--- src/rtl/vclru_pkg.sv ---
// ----------------------------------------------------------------------------
// vclru_pkg
// Shared types and constants for the LRU vertex cache lookup block.
// ----------------------------------------------------------------------------
package vclru_pkg;

  localparam int unsigned TagW   = 32;
  localparam int unsigned StampW = 32;
  localparam int unsigned SlotW  = 4;

  typedef enum logic [1:0] {
    ST_IDLE,
    ST_LOOK,
    ST_REDUCE,
    ST_COMMIT
  } state_t;

  // Controller to datapath commands
  typedef struct packed {
    logic load_key;
    logic look;
    logic reduce;
    logic commit;
  } cmd_t;

  // Datapath to controller status
  typedef struct packed {
    logic miss_full;
    logic reduce_last;
    logic out_free;
  } status_t;

endpackage

--- src/rtl/vclru_ctrl.sv ---
// ----------------------------------------------------------------------------
// vclru_ctrl
// Sequencer for the vertex cache: lookup, optional LRU reduction, commit.
// ----------------------------------------------------------------------------
module vclru_ctrl (
  input  logic               clk,
  input  logic               rst,
  input  logic               in_valid,
  output logic               in_stall,
  input  vclru_pkg::status_t status,
  output vclru_pkg::cmd_t    cmd
);

  vclru_pkg::state_t state;
  vclru_pkg::state_t state_next;

  // Hold state
  always_ff @(posedge clk) begin
    if (rst) begin
      state <= vclru_pkg::ST_IDLE;
    end else begin
      state <= state_next;
    end
  end

  // Decode next state and commands
  always_comb begin
    state_next   = state;
    in_stall     = 1'b1;
    cmd          = '0;
    unique case (state)
      vclru_pkg::ST_IDLE: begin
        in_stall = 1'b0;
        if (in_valid) begin
          cmd.load_key = 1'b1;
          state_next   = vclru_pkg::ST_LOOK;
        end
      end
      vclru_pkg::ST_LOOK: begin
        cmd.look = 1'b1;
        if (status.miss_full) begin
          state_next = vclru_pkg::ST_REDUCE;
        end else begin
          state_next = vclru_pkg::ST_COMMIT;
        end
      end
      vclru_pkg::ST_REDUCE: begin
        cmd.reduce = 1'b1;
        if (status.reduce_last) begin
          state_next = vclru_pkg::ST_COMMIT;
        end
      end
      vclru_pkg::ST_COMMIT: begin
        // Commit once the output register can take the beat; take the next item alongside
        if (status.out_free) begin
          cmd.commit = 1'b1;
          in_stall   = 1'b0;
          if (in_valid) begin
            cmd.load_key = 1'b1;
            state_next   = vclru_pkg::ST_LOOK;
          end else begin
            state_next   = vclru_pkg::ST_IDLE;
          end
        end
      end
      default: begin
        state_next = vclru_pkg::ST_IDLE;
      end
    endcase
  end

endmodule

--- src/rtl/vclru_dp.sv ---
// ----------------------------------------------------------------------------
// vclru_dp
// Entry storage, parallel tag compare, registered min-stamp tree and
// output register of the vertex cache.
// ----------------------------------------------------------------------------
module vclru_dp #(
  parameter int unsigned CACHE_ENTRIES = 16
) (
  input  logic                          clk,
  input  logic                          rst,
  input  vclru_pkg::cmd_t               cmd,
  input  logic [vclru_pkg::TagW-1:0]    vertex_index,
  input  logic                          out_stall,
  output vclru_pkg::status_t            status,
  output logic                          out_valid,
  output logic                          hit,
  output logic [vclru_pkg::SlotW-1:0]   slot
);

  localparam int unsigned IW   = $clog2(CACHE_ENTRIES);
  localparam int unsigned CW   = $clog2(CACHE_ENTRIES + 1);
  localparam int unsigned P    = 1 << IW;
  localparam int unsigned HP   = P / 2;
  localparam int unsigned SW   = $clog2(IW + 1);
  localparam int unsigned TagW = vclru_pkg::TagW;
  localparam int unsigned StW  = vclru_pkg::StampW;

  // Entry storage, undefined until written
  logic [TagW-1:0] tag   [CACHE_ENTRIES];
  logic [StW-1:0]  stamp [CACHE_ENTRIES];

  logic [CW-1:0]   count;
  logic [StW-1:0]  fetch;
  logic [TagW-1:0] key;

  // Lookup result
  logic            lk_hit;
  logic [IW-1:0]   lk_slot;
  logic            need_reduce;

  // Reduction tree working set
  logic [StW-1:0]  red_stamp [P];
  logic [IW-1:0]   red_idx   [P];
  logic            red_vld   [P];
  logic [SW-1:0]   step;

  logic [CACHE_ENTRIES-1:0] match;
  logic            any_match;
  logic [IW-1:0]   match_idx;
  logic            full;

  logic [StW-1:0]  leaf_stamp [P];
  logic            leaf_vld   [P];

  logic [StW-1:0]  half_stamp [HP];
  logic [IW-1:0]   half_idx   [HP];
  logic            half_vld   [HP];

  logic [IW-1:0]   slot_sel;
  logic [IW+vclru_pkg::SlotW-1:0] slot_ext;

  // Compare the key against every filled entry
  always_comb begin
    for (int k = 0; k < CACHE_ENTRIES; k++) begin
      match[k] = (CW'(k) < count) && (tag[k] == key);
    end
  end

  // Pick the lowest matching slot
  always_comb begin
    any_match = 1'b0;
    match_idx = '0;
    for (int k = CACHE_ENTRIES - 1; k >= 0; k--) begin
      if (match[k]) begin
        any_match = 1'b1;
        match_idx = IW'(k);
      end
    end
  end

  assign full = (count == CW'(CACHE_ENTRIES));

  // Leaves of the tree; padding leaves never win
  for (genvar g = 0; g < P; g++) begin : g_leaf
    if (g < CACHE_ENTRIES) begin : g_real
      assign leaf_stamp[g] = stamp[g];
      assign leaf_vld[g]   = 1'b1;
    end else begin : g_pad
      assign leaf_stamp[g] = '0;
      assign leaf_vld[g]   = 1'b0;
    end
  end

  // One tree level: keep the smaller stamp, the lower slot on a tie
  always_comb begin
    for (int i = 0; i < HP; i++) begin
      if (red_vld[2*i+1] && (!red_vld[2*i] || (red_stamp[2*i+1] < red_stamp[2*i]))) begin
        half_stamp[i] = red_stamp[2*i+1];
        half_idx[i]   = red_idx[2*i+1];
        half_vld[i]   = red_vld[2*i+1];
      end else begin
        half_stamp[i] = red_stamp[2*i];
        half_idx[i]   = red_idx[2*i];
        half_vld[i]   = red_vld[2*i];
      end
    end
  end

  // Latch the key on an accepted beat
  always_ff @(posedge clk) begin
    if (cmd.load_key) begin
      key <= vertex_index;
    end
  end

  // Register lookup result and load the tree
  always_ff @(posedge clk) begin
    if (cmd.look) begin
      lk_hit      <= any_match;
      lk_slot     <= any_match ? match_idx : count[IW-1:0];
      need_reduce <= !any_match && full;
      step        <= SW'(IW);
      for (int i = 0; i < P; i++) begin
        red_stamp[i] <= leaf_stamp[i];
        red_vld[i]   <= leaf_vld[i];
        red_idx[i]   <= IW'(i);
      end
    end else if (cmd.reduce) begin
      step <= step - SW'(1);
      for (int i = 0; i < HP; i++) begin
        red_stamp[i] <= half_stamp[i];
        red_idx[i]   <= half_idx[i];
        red_vld[i]   <= half_vld[i];
      end
    end
  end

  assign slot_sel = need_reduce ? red_idx[0] : lk_slot;
  assign slot_ext = (IW + vclru_pkg::SlotW)'(slot_sel);

  // Write the entry on commit
  always_ff @(posedge clk) begin
    if (cmd.commit) begin
      stamp[slot_sel] <= fetch;
      if (!lk_hit) begin
        tag[slot_sel] <= key;
      end
    end
  end

  // Advance fill count and fetch counter
  always_ff @(posedge clk) begin
    if (rst) begin
      count <= '0;
      fetch <= '0;
    end else if (cmd.commit) begin
      fetch <= fetch + StW'(1);
      if (!lk_hit && !need_reduce) begin
        count <= count + CW'(1);
      end
    end
  end

  // Output register
  always_ff @(posedge clk) begin
    if (rst) begin
      out_valid <= 1'b0;
    end else if (cmd.commit) begin
      out_valid <= 1'b1;
    end else if (!out_stall) begin
      out_valid <= 1'b0;
    end
  end

  always_ff @(posedge clk) begin
    if (cmd.commit) begin
      hit  <= lk_hit;
      slot <= slot_ext[vclru_pkg::SlotW-1:0];
    end
  end

  assign status.miss_full   = !any_match && full;
  assign status.reduce_last = (step == SW'(1));
  assign status.out_free    = !out_valid || !out_stall;

endmodule

--- src/rtl/vertex_cache_lru_lookup.sv ---
// ----------------------------------------------------------------------------
// vertex_cache_lru_lookup
// Fully associative post-transform vertex cache with LRU replacement.
// ----------------------------------------------------------------------------
// Flow: an accepted beat is held in the lookup state, then the commit state writes
//   the entry and loads the output register; on a replacement the reduction state
//   walks the min-stamp tree one level per cycle between lookup and commit. While
//   busy, a new item is taken only alongside the commit, which waits on a stalled output.
// Reset (synchronous): clears the sequencer, fill count, fetch counter and
//   output valid; entry tags and stamps stay unknown and need no clearing pass.
module vertex_cache_lru_lookup #(
  parameter int unsigned CACHE_ENTRIES = 16
) (
  input  logic                        clk,
  input  logic                        rst,
  input  logic                        in_valid,
  output logic                        in_stall,
  input  logic [vclru_pkg::TagW-1:0]  vertex_index,
  output logic                        out_valid,
  input  logic                        out_stall,
  output logic                        hit,
  output logic [vclru_pkg::SlotW-1:0] slot
);

  vclru_pkg::cmd_t    cmd;
  vclru_pkg::status_t status;

  vclru_ctrl u_ctrl (
    .clk      (clk),
    .rst      (rst),
    .in_valid (in_valid),
    .in_stall (in_stall),
    .status   (status),
    .cmd      (cmd)
  );

  vclru_dp #(
    .CACHE_ENTRIES (CACHE_ENTRIES)
  ) u_dp (
    .clk          (clk),
    .rst          (rst),
    .cmd          (cmd),
    .vertex_index (vertex_index),
    .out_stall    (out_stall),
    .status       (status),
    .out_valid    (out_valid),
    .hit          (hit),
    .slot         (slot)
  );

endmodule

--- config.mk ---
export PLATFORM = sky130hd
export DESIGN_NAME = vertex_cache_lru_lookup
export DESIGN_NICKNAME = d
export VERILOG_FILES = /design/src/rtl/vclru_pkg.sv /design/src/rtl/vclru_ctrl.sv /design/src/rtl/vclru_dp.sv /design/src/rtl/vertex_cache_lru_lookup.sv
export SDC_FILE = /design/constraint.sdc
export NUM_CORES = 2
export LEC_CHECK = 0
export ABC_AREA = 1
export BUFFER_PORTS_ARGS = -buffer_cell sky130_fd_sc_hd__buf_2
export CORE_MARGIN = 8
export CORE_UTILIZATION = 50
export CTS_BUF_LIST = sky130_fd_sc_hd__clkbuf_8
export CTS_CLUSTER_DIAMETER = 60
export CTS_CLUSTER_SIZE = 8
export DETAILED_ROUTE_END_ITERATION = 8
export PLACE_DENSITY = 0.73
export SYNTH_ARGS = -nofsm -noshare
export SYNTH_HDL_FRONTEND = slang
export SYNTH_SLANG_ARGS = --single-unit
--- constraint.sdc ---
create_clock -name clk -period 10.35 [get_ports clk]
set_input_delay 1.035 -clock clk [delete_from_list [all_inputs] [get_ports clk]]
set_output_delay 1.035 -clock clk [all_outputs]
set_load 0.02 [all_outputs]
==> impl_metrics.py <==
metrics = {
    "run_status": {
        "status": "finished, final reports clean",
    },
    "clock_network": {
        "cts.clk_slew.worst_paths_ns": 0.06,
        "cts_made_buffers": 226,
        "cts.htree.levels": 4,
        "holdBufCountCts": 0,
        "clock_latency_ns": 0.96,
        "clk_path_buf_depth": 3,
        "cts_root_buf": "clkbuf_8",
        "cts_setup_buffers": 0,
        "numClockSinks": 1649,
        "cts_resized": 0,
        "cts_tree": "yes",
    },
    "cells_and_area": {
        "post-route-util_pct": 54.83,
        "nNetsFinal": 5728,
        "stdcell_count": 7322,
        "drive_gt1_share_pct": 8.778,
        "fill_cells": 11001,
        "final_common_cell": "edfxtp_1",
        "final_cell_mix": "edfxtp_1, nand2_1, inv_1, o21ai_0, nand3_1",
        "syn_to_final_growth_pct": 8.947,
    },
    "worst_setup_path": {
        "critPathKind": "flop to flop",
        "worstPathArrival_ns": 4.90,
        "r2r_cells": 13,
        "cp-start-kind": "flop",
        "r2r-end": "u_dp.red_stamp[0][75]$_DFFE_PP_",
        "cp_max_fo": 34,
        "cp.required_ns": 11.02,
        "cp-end-kind": "flop",
        "r2r-start": "u_dp.red_stamp[0][129]$_DFFE_PP_",
        "cp-startpoint": "u_dp.red_stamp[0][129]$_DFFE_PP_",
        "cp-endpoint": "u_dp.red_stamp[0][75]$_DFFE_PP_",
        "r2r_slack_ns": 6.12,
    },
    "pwr": {
        "p_leak_nw": 27.89,
        "powerDensity_nw_per_um2": 257.3,
        "vdd_drop_max_v": 0.0004318,
        "p_total_mw": 19.40,
    },
    "floorplanning": {
        "die_h_microns": 388.0,
        "pin_count": 43,
        "core.rowCount": 136,
        "die-area_sq_um": 150500,
        "die_w_microns": 388.0,
        "core_area_sq_um": 137500,
        "start_util_pct": 50.33,
    },
    "global_route": {
        "grt_max_degree": 206,
        "gr-total-overflow": 0,
        "grtUsageMet3_pct": 3.872,
        "antenna_found_initial": 5,
        "use_met1_pct": 27.56,
        "grt_usage_pct": 20.65,
        "grt_pass1_vias": 41295,
        "grt_busiest_layer": "met2",
        "grt_util_met2_pct": 33.47,
        "grt_pass1_wl_microns": 241500,
    },
    "synthesis": {
        "synth_largest_area_cell": "edfxtp_1",
        "ys_ff_latch": 1649,
        "ys.flop_type": "edfxtp_1",
        "yosysSeqAreaShare_pct": 70.93,
        "async_flop_share_pct": 0,
        "synth_top_area_share_pct": 69.65,
        "syn_area_per_cell_sq_um": 13.09,
        "synth.distinct_cells": 54,
        "synth_edf_count": 1605,
        "synth_cells": 5287,
        "yosys-top-cells-area": "edfxtp_1, ha_1, nand2_1, xnor2_1, o21ai_0",
        "ys_warn_count": 0,
        "syn_area_sq_um": 69190,
    },
    "detailed_routing": {
        "drtPass1Iterations": 6,
        "totalWireLength_microns": 159500,
        "vias_per_cell": 5.709,
        "wire_per_inst_microns": 21.78,
        "num_vias": 41799,
        "drt_iter0_drc": 4502,
        "drc": 0,
        "ant_nets": 0,
    },
    "sta": {
        "min_period_ns": 4.229,
        "holdWs_ns": 0.2749,
        "fin_skew_ns": 0.08244,
        "drv_slew": 0,
        "grt_setup_unrepaired": "false",
        "finalHoldViolations": 0,
        "fin_setup_tns_ns": 0,
        "relSlewSlack_pct": 12.20,
        "timing.final.crit_share_pct": 40.86,
        "setup_viol": 0,
        "fmax_mhz": 236.5,
        "tightest_slew_ns": 1.315,
    },
    "worst_hold_path": {
        "worstHoldPathType": "primary input to flop",
    },
    "run": {
        "maxCapViolCount": 0,
    },
    "placement": {
        "dp.cells": 7000,
        "gp_congestion": 0.8905,
        "hpwl_microns": 96450,
        "port_buffers": 42,
    },
}
## cells in the mapped netlist (all sizes together) (36+ instances only)
cell and instances:
edfxtp 1605, nand2 723, nand3 316, nor3 60, nand4 88, inv 451
or2 44, nor2 258, ha 258, o211ai 46, clkbuf 134, xor2 36
xnor2 255, a21oi 289, o21ai 416, dfxtp 44, buf 73
## through the flow
step	area (sq um)	setup slack (ns)
6_report	75380	6.121
5_1_grt	75380	5.770
3_5_place_dp	71700	6.180
3_3_place_gp	71700	6.332
2_1_floorplan	69200	1.076
4_1_cts	75380	6.174
## worst max-delay path, stage by stage, from the launching register on
cell      delay [ns]
edfxtp_1        0.36
inv_1           0.05
ha_1            0.26
a21boi_0        0.20
o211ai_1        0.13
a21oi_1         0.20
o211ai_1        0.14
nand2_1         0.28
nand4_1         0.12
nand3_1         0.44
buf_4           0.39
nand2_1         0.78
o21ai_0         0.46
o21ai_0         0.12
## worst min path at each step
stage | slack [ns] | cells after the start | start | end
floorplan | 0.40 | 2 | u_dp.red_vld[1][0]$_DFF_P_ | u_dp.red_vld[1][0]$_DFF_P_
global placement | 0.40 | 0 | u_dp.stamp[8][24]$_DFFE_PP_ | u_dp.red_stamp[0][280]$_DFFE_PP_
detailed placement | 0.40 | 0 | u_dp.stamp[8][13]$_DFFE_PP_ | u_dp.red_stamp[0][269]$_DFFE_PP_
CTS | 0.18 | 1 | vertex_index[4] | u_dp.key[4]$_DFFE_PP_
global route | 0.22 | 1 | vertex_index[13] | u_dp.key[13]$_DFFE_PP_
finish | 0.27 | 1 | vertex_index[7] | u_dp.key[7]$_DFFE_PP_
## power breakdown
group	total, mW	switching, mW	internal (mW)
clock network	4.40	2.33	2.06
logic	5.53	4.02	1.51
registers	9.48	0.528	8.95
total	19.4	6.88	12.5
## cells by family (layout without fill, tap and decap cells)
| family | Yosys count | in the layout | synth area share (%) |
|---|---|---|---|
| flops | 1649 | 1649 | 70.93 |
| other cells | 1 | 6 | 0.005420 |
| simple gates | 1543 | 1543 | 9.980 |
| buf+inv | 664 | 900 | 3.716 |
| fa+ha+maj | 258 | 258 | 4.665 |
| xor+xnor | 291 | 291 | 3.683 |
| compound gates | 881 | 881 | 7.023 |
## sequential cells by signal, indices dropped and copies added, names as in the netlist, 5 cells and up
signal	count
u_dp.red_stamp	512
u_dp.key	32
u_dp.fetch	32
u_dp.red_idx	22
u_dp.red_vld	5
u_dp.tag	512
u_dp.count	5
u_dp.stamp	512
## metal layers
metal  share of wire (%)  wire [microns]  vias up
met2                  47           75130     1807
met4                 3.9            6235        0
li1                    -               -    19235
met3                 8.3           13190      375
met5                   0               0        -
met1                  41           64940    20382
## area by class of cell
class | instances | area, sq um | area share, %
Antenna cell | 3 | 7.507 | 0.009959
Clock buffer | 229 | 3152 | 4.181
Clock inverter | 90 | 523.0 | 0.6938
Inverter | 457 | 1725 | 2.289
Multi-Input combinational cell | 2976 | 17820 | 23.63
Sequential cell | 1649 | 49080 | 65.10
Tap cell | 1794 | 2245 | 2.978
Timing Repair Buffer | 124 | 838.3 | 1.112
No activity file was read; power rests on OpenSTA's default activity.
